$ cat src/sv/v8mbs_pkg.sv
// Shared types, constants and helper functions for the V.8 menu bit sequencer.
// No dependencies; imported by every module of the block.
package v8mbs_pkg;

   // item codes carried in req_tuser
   localparam logic MODE_START = 1'b0;
   localparam logic MODE_NEXT  = 1'b1;

   localparam logic [7:0] SYNC_OCTET      = 8'hE0;
   localparam logic [7:0] CALL_FUNC_OCTET = 8'h06 | (8'h01 << 3);
   localparam logic [7:0] MOD_HIGH_OCTET  = 8'h10;
   localparam logic [7:0] ZERO_OCTET      = 8'h00;

   localparam logic [4:0] PREAMBLE_ONES = 5'd20;
   localparam logic [3:0] MENU_OCTETS   = 4'd12;
   localparam logic [4:0] CJ_OCTETS     = 5'd3;
   localparam logic [7:0] CJ_TRAILER    = 8'd8;
   localparam logic [3:0] OCTET_LAST    = 4'd8;   // start bit plus 8 data bits
   localparam logic [5:0] RECIP_NINE    = 6'd57;  // x*57>>9 == x/9 for x < 256

   // order of the four octets within one menu group
   localparam logic [1:0] OCT_SYNC = 2'd0;
   localparam logic [1:0] OCT_CALL = 2'd1;
   localparam logic [1:0] OCT_MODL = 2'd2;
   localparam logic [1:0] OCT_MODH = 2'd3;

   typedef struct packed {
      logic       cj;        // CM terminator layout
      logic [7:0] total;     // bits in the message
      logic [4:0] edge_pos;  // menu: ones below it; CJ: ones from it on
   } plan_type;

   typedef struct packed {
      logic       bit_res;
      logic [7:0] bit_index;
      logic       last;
   } result_type;

   function automatic logic [4:0] div9(input logic [7:0] x);
      logic [13:0] prod;
      prod = {6'b0, x} * {8'b0, RECIP_NINE};
      return prod[13:9];
   endfunction

   function automatic logic [1:0] group_of(input logic [2:0] standard);
      logic [1:0] g;
      case (standard)
         3'd0:          g = 2'd0;
         3'd1, 3'd2:    g = 2'd1;
         3'd3, 3'd4:    g = 2'd2;
         default:       g = 2'd3;
      endcase
      return g;
   endfunction

   function automatic logic [7:0] mod_low(input logic [1:0] group);
      logic [7:0] o;
      case (group)
         2'd0:    o = 8'h00;
         2'd1:    o = 8'h08;
         2'd2:    o = 8'h0C;
         default: o = 8'h0E;
      endcase
      return o;
   endfunction

endpackage

$ cat src/sv/v8mbs_plan.sv
// Message layout from a start item: total length and the ones/octets boundary.
// Depends on v8mbs_pkg.
module v8mbs_plan import v8mbs_pkg::*; (
   input  logic       cj,
   input  logic [7:0] bit_limit,
   output plan_type   plan
);

   logic [4:0] pre;
   logic [7:0] rem_m;
   logic [4:0] q_m;
   logic [3:0] oct_m;
   logic [7:0] total_m;
   logic [4:0] q_c;
   logic [4:0] cjb;
   logic [7:0] rem_c;
   logic [7:0] trl;
   logic [7:0] total_c;

   always_comb begin
      // CM / JM: preamble clipped first, then whole octets
      pre     = (bit_limit < {3'b0, PREAMBLE_ONES}) ? bit_limit[4:0] : PREAMBLE_ONES;
      rem_m   = bit_limit - {3'b0, pre};
      q_m     = div9(rem_m);
      oct_m   = (q_m < {1'b0, MENU_OCTETS}) ? q_m[3:0] : MENU_OCTETS;
      total_m = {3'b0, pre} + ({4'b0, oct_m} << 3) + {4'b0, oct_m};
      // CJ: whole zero octets first, then the trailer of ones
      q_c     = div9(bit_limit);
      cjb     = (q_c < CJ_OCTETS) ? ((q_c << 3) + q_c) : ((CJ_OCTETS << 3) + CJ_OCTETS);
      rem_c   = bit_limit - {3'b0, cjb};
      trl     = (rem_c < CJ_TRAILER) ? rem_c : CJ_TRAILER;
      total_c = {3'b0, cjb} + trl;

      plan.cj       = cj;
      plan.total    = cj ? total_c : total_m;
      plan.edge_pos = cj ? cjb : pre;
   end

endmodule

$ cat src/sv/v8mbs_seq.sv
// Per-message state and bit selection: one accepted item, one decision.
// Depends on v8mbs_pkg and v8mbs_plan.
module v8mbs_seq import v8mbs_pkg::*; (
   input  logic       clock,
   input  logic       reset,
   input  logic       take,        // item accepted this cycle
   input  logic       mode,
   input  logic [1:0] message_kind,
   input  logic [2:0] standard,
   input  logic [7:0] bit_limit,
   output logic       fire,        // item yields a bit
   output result_type result
);

   plan_type   plan_new;
   logic       active_ff, active_in;
   plan_type   plan_ff, plan_in;
   logic [1:0] group_ff, group_in;
   logic [7:0] position_ff, position_in;
   logic [3:0] bis_ff, bis_in;
   logic [1:0] oct_ff, oct_in;
   logic       ones;
   logic [7:0] octet;
   logic [3:0] bis_m1;
   logic [8:0] pos_next;

   v8mbs_plan u_plan (
      .cj        (message_kind[1]),
      .bit_limit (bit_limit),
      .plan      (plan_new)
   );

   always_comb begin
      ones = plan_ff.cj ? (position_ff >= {3'b0, plan_ff.edge_pos})
                        : (position_ff <  {3'b0, plan_ff.edge_pos});
      case (oct_ff)
         OCT_SYNC: octet = SYNC_OCTET;
         OCT_CALL: octet = CALL_FUNC_OCTET;
         OCT_MODL: octet = mod_low(group_ff);
         OCT_MODH: octet = MOD_HIGH_OCTET;
         default:  octet = ZERO_OCTET;
      endcase
      if (plan_ff.cj) octet = ZERO_OCTET;
      bis_m1   = bis_ff - 4'd1;
      pos_next = {1'b0, position_ff} + 9'd1;

      fire = take && (mode == MODE_NEXT) && active_ff && (position_ff < plan_ff.total);

      result.bit_res   = ones ? 1'b1 : ((bis_ff == 4'd0) ? 1'b0 : octet[bis_m1[2:0]]);
      result.bit_index = position_ff;
      result.last      = (pos_next == {1'b0, plan_ff.total});

      active_in   = active_ff;
      plan_in     = plan_ff;
      group_in    = group_ff;
      position_in = position_ff;
      bis_in      = bis_ff;
      oct_in      = oct_ff;
      if (take && mode == MODE_START) begin
         active_in   = 1'b1;
         plan_in     = plan_new;
         group_in    = group_of(standard);
         position_in = 8'd0;
         bis_in      = 4'd0;
         oct_in      = 2'd0;
      end else if (take && active_ff) begin
         if (fire) begin
            position_in = pos_next[7:0];
            if (result.last) active_in = 1'b0;
            // preamble ones leave the octet counters parked at zero
            if (plan_ff.cj || !ones) begin
               if (bis_ff == OCTET_LAST) begin
                  bis_in = 4'd0;
                  oct_in = oct_ff + 2'd1;
               end else begin
                  bis_in = bis_ff + 4'd1;
               end
            end
         end else begin
            active_in = 1'b0;
         end
      end
   end

   always_ff @(posedge clock) begin
      if (reset) begin
         active_ff   <= 1'b0;
         plan_ff     <= '0;
         group_ff    <= 2'd0;
         position_ff <= 8'd0;
         bis_ff      <= 4'd0;
         oct_ff      <= 2'd0;
      end else begin
         active_ff   <= active_in;
         plan_ff     <= plan_in;
         group_ff    <= group_in;
         position_ff <= position_in;
         bis_ff      <= bis_in;
         oct_ff      <= oct_in;
      end
   end

`ifndef SYNTHESIS
   a_start_loads: assert property (@(posedge clock) disable iff (reset)
      take && mode == MODE_START |=> active_ff && position_ff == 8'd0 && bis_ff == 4'd0)
      else $error("start item did not load a fresh message");
   a_fire_in_range: assert property (@(posedge clock) disable iff (reset)
      fire |-> position_ff < plan_ff.total)
      else $error("bit produced beyond message length");
   a_bis_range: assert property (@(posedge clock) disable iff (reset)
      bis_ff <= OCTET_LAST)
      else $error("octet bit counter out of range");
   a_last_ends: assert property (@(posedge clock) disable iff (reset)
      fire && result.last && !(take && mode == MODE_START) |=> !active_ff)
      else $error("message still active after its final bit");
`endif

endmodule

$ cat src/sv/v8_menu_bit_sequence_generator.sv
// Top level of the V.8 CM/JM/CJ bit sequencer: stream handshake and result register.
// Depends on v8mbs_pkg, v8mbs_seq (which uses v8mbs_plan).
//
// A start item (tuser = 0) latches message kind, modem standard and bit limit and
// gives no result; each following next item (tuser = 1) gives one bit of the
// message with its index and a tlast flag on the final bit. CM and JM send 20
// ones and three rounds of sync, call-function and two modulation octets; CJ
// sends three zero octets and up to 8 ones. Octets go out as a 0 start bit and
// 8 data bits LSB first; under a tight limit the ones are clipped bit by bit and
// octets that do not fit are dropped whole. Next items outside a message, or
// past its end, are consumed without a result. Throughput is one item per clock
// unless the consumer stalls; a bit appears on the rsp side in the cycle after its item
// is taken. The single result register sets that figure: req_tready stays high while
// the register is empty or being drained in the same cycle. No reset sweep; req_tready
// is held low during reset and rises as soon as reset falls.
module v8_menu_bit_sequence_generator import v8mbs_pkg::*; (
   input  logic        clock,
   input  logic        reset,
   input  logic        req_tvalid,
   output logic        req_tready,
   input  logic [15:0] req_tdata,   // [1:0] message_kind, [4:2] standard, [12:5] bit_limit
   input  logic        req_tuser,   // [0] mode: 0 start, 1 next bit
   output logic        rsp_tvalid,
   input  logic        rsp_tready,
   output logic [15:0] rsp_tdata,   // [0] bit_res, [8:1] bit_index
   output logic        rsp_tlast
);

   logic       take;
   logic       fire;
   result_type result;
   logic       rsp_valid_ff, rsp_valid_in;
   result_type rsp_ff, rsp_in;

   assign req_tready = !reset && (!rsp_valid_ff || rsp_tready);
   assign take       = req_tvalid && req_tready;

   v8mbs_seq u_seq (
      .clock        (clock),
      .reset        (reset),
      .take         (take),
      .mode         (req_tuser),
      .message_kind (req_tdata[1:0]),
      .standard     (req_tdata[4:2]),
      .bit_limit    (req_tdata[12:5]),
      .fire         (fire),
      .result       (result)
   );

   // result register: loads on a new bit, holds while the consumer stalls
   always_comb begin
      rsp_valid_in = fire || (rsp_valid_ff && !rsp_tready);
      rsp_in       = fire ? result : rsp_ff;
   end

   always_ff @(posedge clock) begin
      if (reset) begin
         rsp_valid_ff <= 1'b0;
      end else begin
         rsp_valid_ff <= rsp_valid_in;
      end
      rsp_ff <= rsp_in;
   end

   assign rsp_tvalid = rsp_valid_ff;
   assign rsp_tdata  = {7'b0, rsp_ff.bit_index, rsp_ff.bit_res};
   assign rsp_tlast  = rsp_ff.last;

endmodule

$ cat config.mk
export PLATFORM = sky130hd
export DESIGN_NAME = v8_menu_bit_sequence_generator
export DESIGN_NICKNAME = d
export VERILOG_FILES = /design/src/sv/v8mbs_pkg.sv /design/src/sv/v8mbs_plan.sv /design/src/sv/v8mbs_seq.sv /design/src/sv/v8_menu_bit_sequence_generator.sv
export SDC_FILE = /design/constraint.sdc
export NUM_CORES = 1
export LEC_CHECK = 0
export BUFFER_PORTS_ARGS = -buffer_cell sky130_fd_sc_hd__buf_2
export CORE_MARGIN = 1
export CORE_UTILIZATION = 50
export CTS_BUF_LIST = sky130_fd_sc_hd__clkbuf_2
export DETAILED_ROUTE_END_ITERATION = 12
export GPL_TIMING_DRIVEN = 0
export PLACE_DENSITY_LB_ADDON = 0.12
export SYNTH_ARGS = -nofsm -noshare
export SYNTH_HDL_FRONTEND = slang
export SYNTH_SLANG_ARGS = --single-unit
$ cat constraint.sdc
create_clock -name clock -period 11 [get_ports clock]
set_input_delay 0.55 -clock clock [delete_from_list [all_inputs] [get_ports clock]]
set_output_delay 0.55 -clock clock [all_outputs]
set_load 0.05 [all_outputs]
==> results.md <==
- Initial Util: 52.2%
- Critical path's slowest cell: fa_1
- Mapped Avg Cell Area: 8.79 um2
- Share of layout cells above drive strength 1: 9.98%
- RSZ-0062 raised after global routing: false
- Cell variety after synth: 68
- I/O Pins: 40
- Switch share: 45.6%
- Final Wtd Congestion: 0.817
- Final setup vio count: 0
- Fin crit share: 67.2%
- Nets: 732
- Logic pwr share: 70.9%
- CP peak stage delay: 0.58 ns
- Std-Cell Rows: 35
- Worst Reg2Reg Path Length in Cells: 10
- Crit path launch type: input pin
- Global route overflow: 0
- Final setup TNS: 0 ns
- Clk_lat worst skew: 0.40 ns
- Hold_ws: 0.423 ns
- P_sw: 411 uW
- Post-CTS Hold Buffers: 0
- Worst r2r src: u_seq.position_ff[1]
- Fmax: 135 MHz
- Yosys reg bits: 42
- Detailed Route WL: 9690 um
- Tmin final: 7.39 ns
- Internal power: 490 uW
- WL per Instance: 13.3 um
- Register area share after synthesis: 19.2%
- First-pass GRT wire length: 17000 um
- Area Overhead vs Synth: 8.08%
- First DRT Iteration DRCs: 90
- Filler cell count: 930
- Seq pwr share: 19.2%
- Post-route ant nets: 0
- Reg2reg end: u_seq.bis_ff[2]
- Placeable Area: 0.00937 mm2
- CTS resizes: 0
- Via-per-instance ratio: 5.32
- Ys async rst share: 0%
- Fin. Hold Viols: 0
- Buffers added on ports: 27
- Post-synth EDFFs: 10
- Die X-Extent: 101 um
- CP Capture Type: flop
- Hold Startpoint: req_tdata[4]
- PnR Total Power: 900 uW
- First drt pass iteration count: 4
- Setup bufs post-CTS: 0
- Hold Path Depth: 3
- Max_slew headroom: 20.8%
- Drc violations: 0
- CP Max Fanout: 8
- CTS Root Cell: clkbuf_2
- WP data arrival: 7.76 ns
- Clock sink count: 42
- Die ar.: 0.0102 mm2
- Pins Over Slew Limit: 0
- CTS Buf Count: 5
- Reg2Reg Setup Slack: 7.74 ns
- Leakage power: 0.00244 uW
- TritonCTS clock tree: yes
- Status: finished, final reports clean
- Final Skew: 0.0109 ns
- Final core utilization: 56.4%
- Largest net degree at the start of global routing: 15
- N_diodes: 0
- Max cap viols: 0
- Clock share of power: 9.9%
- Synth warn: 0
- Die Y: 101 um
- Prevailing post-synth register cell: dfxtp_1
- Pwr dens: 170 mW/mm2
- Hold Path Sink: u_seq.group_ff[1]
- Vias in the first global route: 3817
- Post-Synthesis Cells: 557
- Max VDD drop: 0.148 mV
- Worst-path clk slew: 0.20 ns
- Antenna violations before repair: 0
- Htree depth: 2
- Vias post-DR: 3886
- Least-Margin Pin Slew: 1.18 ns
- Crit Path Category: input pin to flop
- CTS Buffer Depth: 2
- Required @ worst endpoint: 11.36 ns
- Mapped cell area: 0.00489 mm2
- Hpwl dp: 8190 um
- Global-route usage over all layers: 20.7%
- HP Class: input pin to flop
-- sequential cells by signal, summed over array words and instances, names as in the netlist --
name               cells
u_seq.active_ff        1
u_seq.bis_ff           4
u_seq.group_ff         2
rsp_tdata              9
u_seq.position_ff      8
rsp_tlast              1
u_seq.plan_ff         14
u_seq.oct_ff           2
rsp_tvalid             1
-- worst max path at each step --
stage / start / end / slack [ns] / cells after the start
final: req_tdata[10] / u_seq.plan_ff[10] / 3.61 / 33
after global routing: req_tdata[10] / u_seq.plan_ff[10] / 3.10 / 33
after global placement: req_tdata[10] / u_seq.plan_ff[10] / 3.18 / 33
after CTS: req_tdata[10] / u_seq.plan_ff[10] / 3.57 / 33
after detailed placement: req_tdata[10] / u_seq.plan_ff[10] / 3.18 / 33
after floorplan: req_tdata[10] / u_seq.plan_ff[10] / 4.21 / 32
-- cells in the mapped netlist, drive strengths merged (2+ instances only) --
master / count / area (um2)
a211oi: 8 / 60.1
xnor2: 30 / 278
nand3: 11 / 60.1
nand2: 37 / 139
conb: 2 / 7.51
mux2i: 6 / 72.6
o41a: 2 / 22.5
and3: 7 / 43.8
buf: 10 / 75.1
o211ai: 7 / 52.6
nand2b: 5 / 31.3
or2: 2 / 12.5
a21oi: 30 / 158
o22ai: 2 / 18.8
nor3: 16 / 80.1
a221oi: 2 / 17.5
clkbuf: 10 / 37.5
o21a: 10 / 75.1
o21ai: 18 / 93.8
and2: 5 / 31.3
edfxtp: 10 / 300
o311ai: 2 / 17.5
inv: 64 / 240
nor2: 46 / 173
ha: 88 / 1100
nand3b: 7 / 52.6
xor2: 13 / 114
nand4: 6 / 43.8
a31oi: 5 / 31.3
a21o: 4 / 30.0
o21bai: 2 / 18.8
nor4: 3 / 18.8
o31ai: 2 / 15.0
o221ai: 2 / 23.8
nor2b: 8 / 52.6
fa: 23 / 460
or3: 3 / 18.8
dfxtp: 32 / 641
-- through the flow --
stage | setup WS [ns] | instance area (um2) | instances
global route | 3.10 | 5290 | 730
global placement | 3.18 | 5230 | 722
floorplan | 4.21 | 4930 | 566
CTS | 3.57 | 5290 | 730
detailed placement | 3.18 | 5230 | 722
finish | 3.61 | 5290 | 730
-- power by group through the flow --
stage	Clock, uW	Combinational, uW	Sequential [uW]
final	89.4	638	173
after global routing	96.0	745	174
after CTS	91.2	649	172
after detailed placement	0	643	176
after global placement	0	627	175
after floorplan	0	520	175
-- cell type report --
| class | instances | area, um2 | area share [%] |
|---|---|---|---|
| Timing Repair Buffer | 27 | 135 | 2.55 |
| Tap cell | 129 | 161 | 3.05 |
| Clock inverter | 1 | 30.0 | 0.568 |
| Multi-Input combinational cell | 440 | 3630 | 68.7 |
| Sequential cell | 42 | 941 | 17.8 |
| Inverter | 64 | 240 | 4.54 |
| Buffer | 20 | 113 | 2.13 |
| Clock buffer | 7 | 35.0 | 0.662 |
-- worst max-delay path, delay by kind of cell --
kind | cells | cell delay [ns]
AOI/OAI and AO/OA | 11 | 2.27
xor gates and xnor gates | 1 | 0.33
adders and majority gates | 6 | 2.21
buffers and inverters | 5 | 0.98
and+or+nand+nor | 10 | 1.44
-- layout by cell type (no fill, tap or decap), drive strengths merged, types with 7 or more instances in the layout --
cell type,n
edfxtp,10
nor2b,8
buf,37
and3,7
clkbuf,17
xnor2,30
nand2,37
a21oi,30
nand3b,7
o21a,10
nor3,16
inv,64
nand3,11
ha,88
dfxtp,32
a211oi,8
o211ai,7
fa,23
o21ai,18
xor2,13
nor2,46
conb,11
-- routing by layer --
layer / share of wire, % / track usage (%)
met5: 0 / 0
met4: 0.94 / 4.68
met3: 1.8 / 1.53
met2: 52 / 39.1
met1: 46 / 25.5
-- kinds of logic after synthesis --
group / Yosys count / synth area share [%]
flops: 42 / 19.2
buf+inv: 84 / 7.21
mux: 7 / 1.71
simple gates: 162 / 16.8
compound gates: 106 / 15.0
fa+ha+maj: 111 / 31.9
other cells: 2 / 0.153
xor+xnor: 43 / 8.00
(Power assumes the default switching activity.)
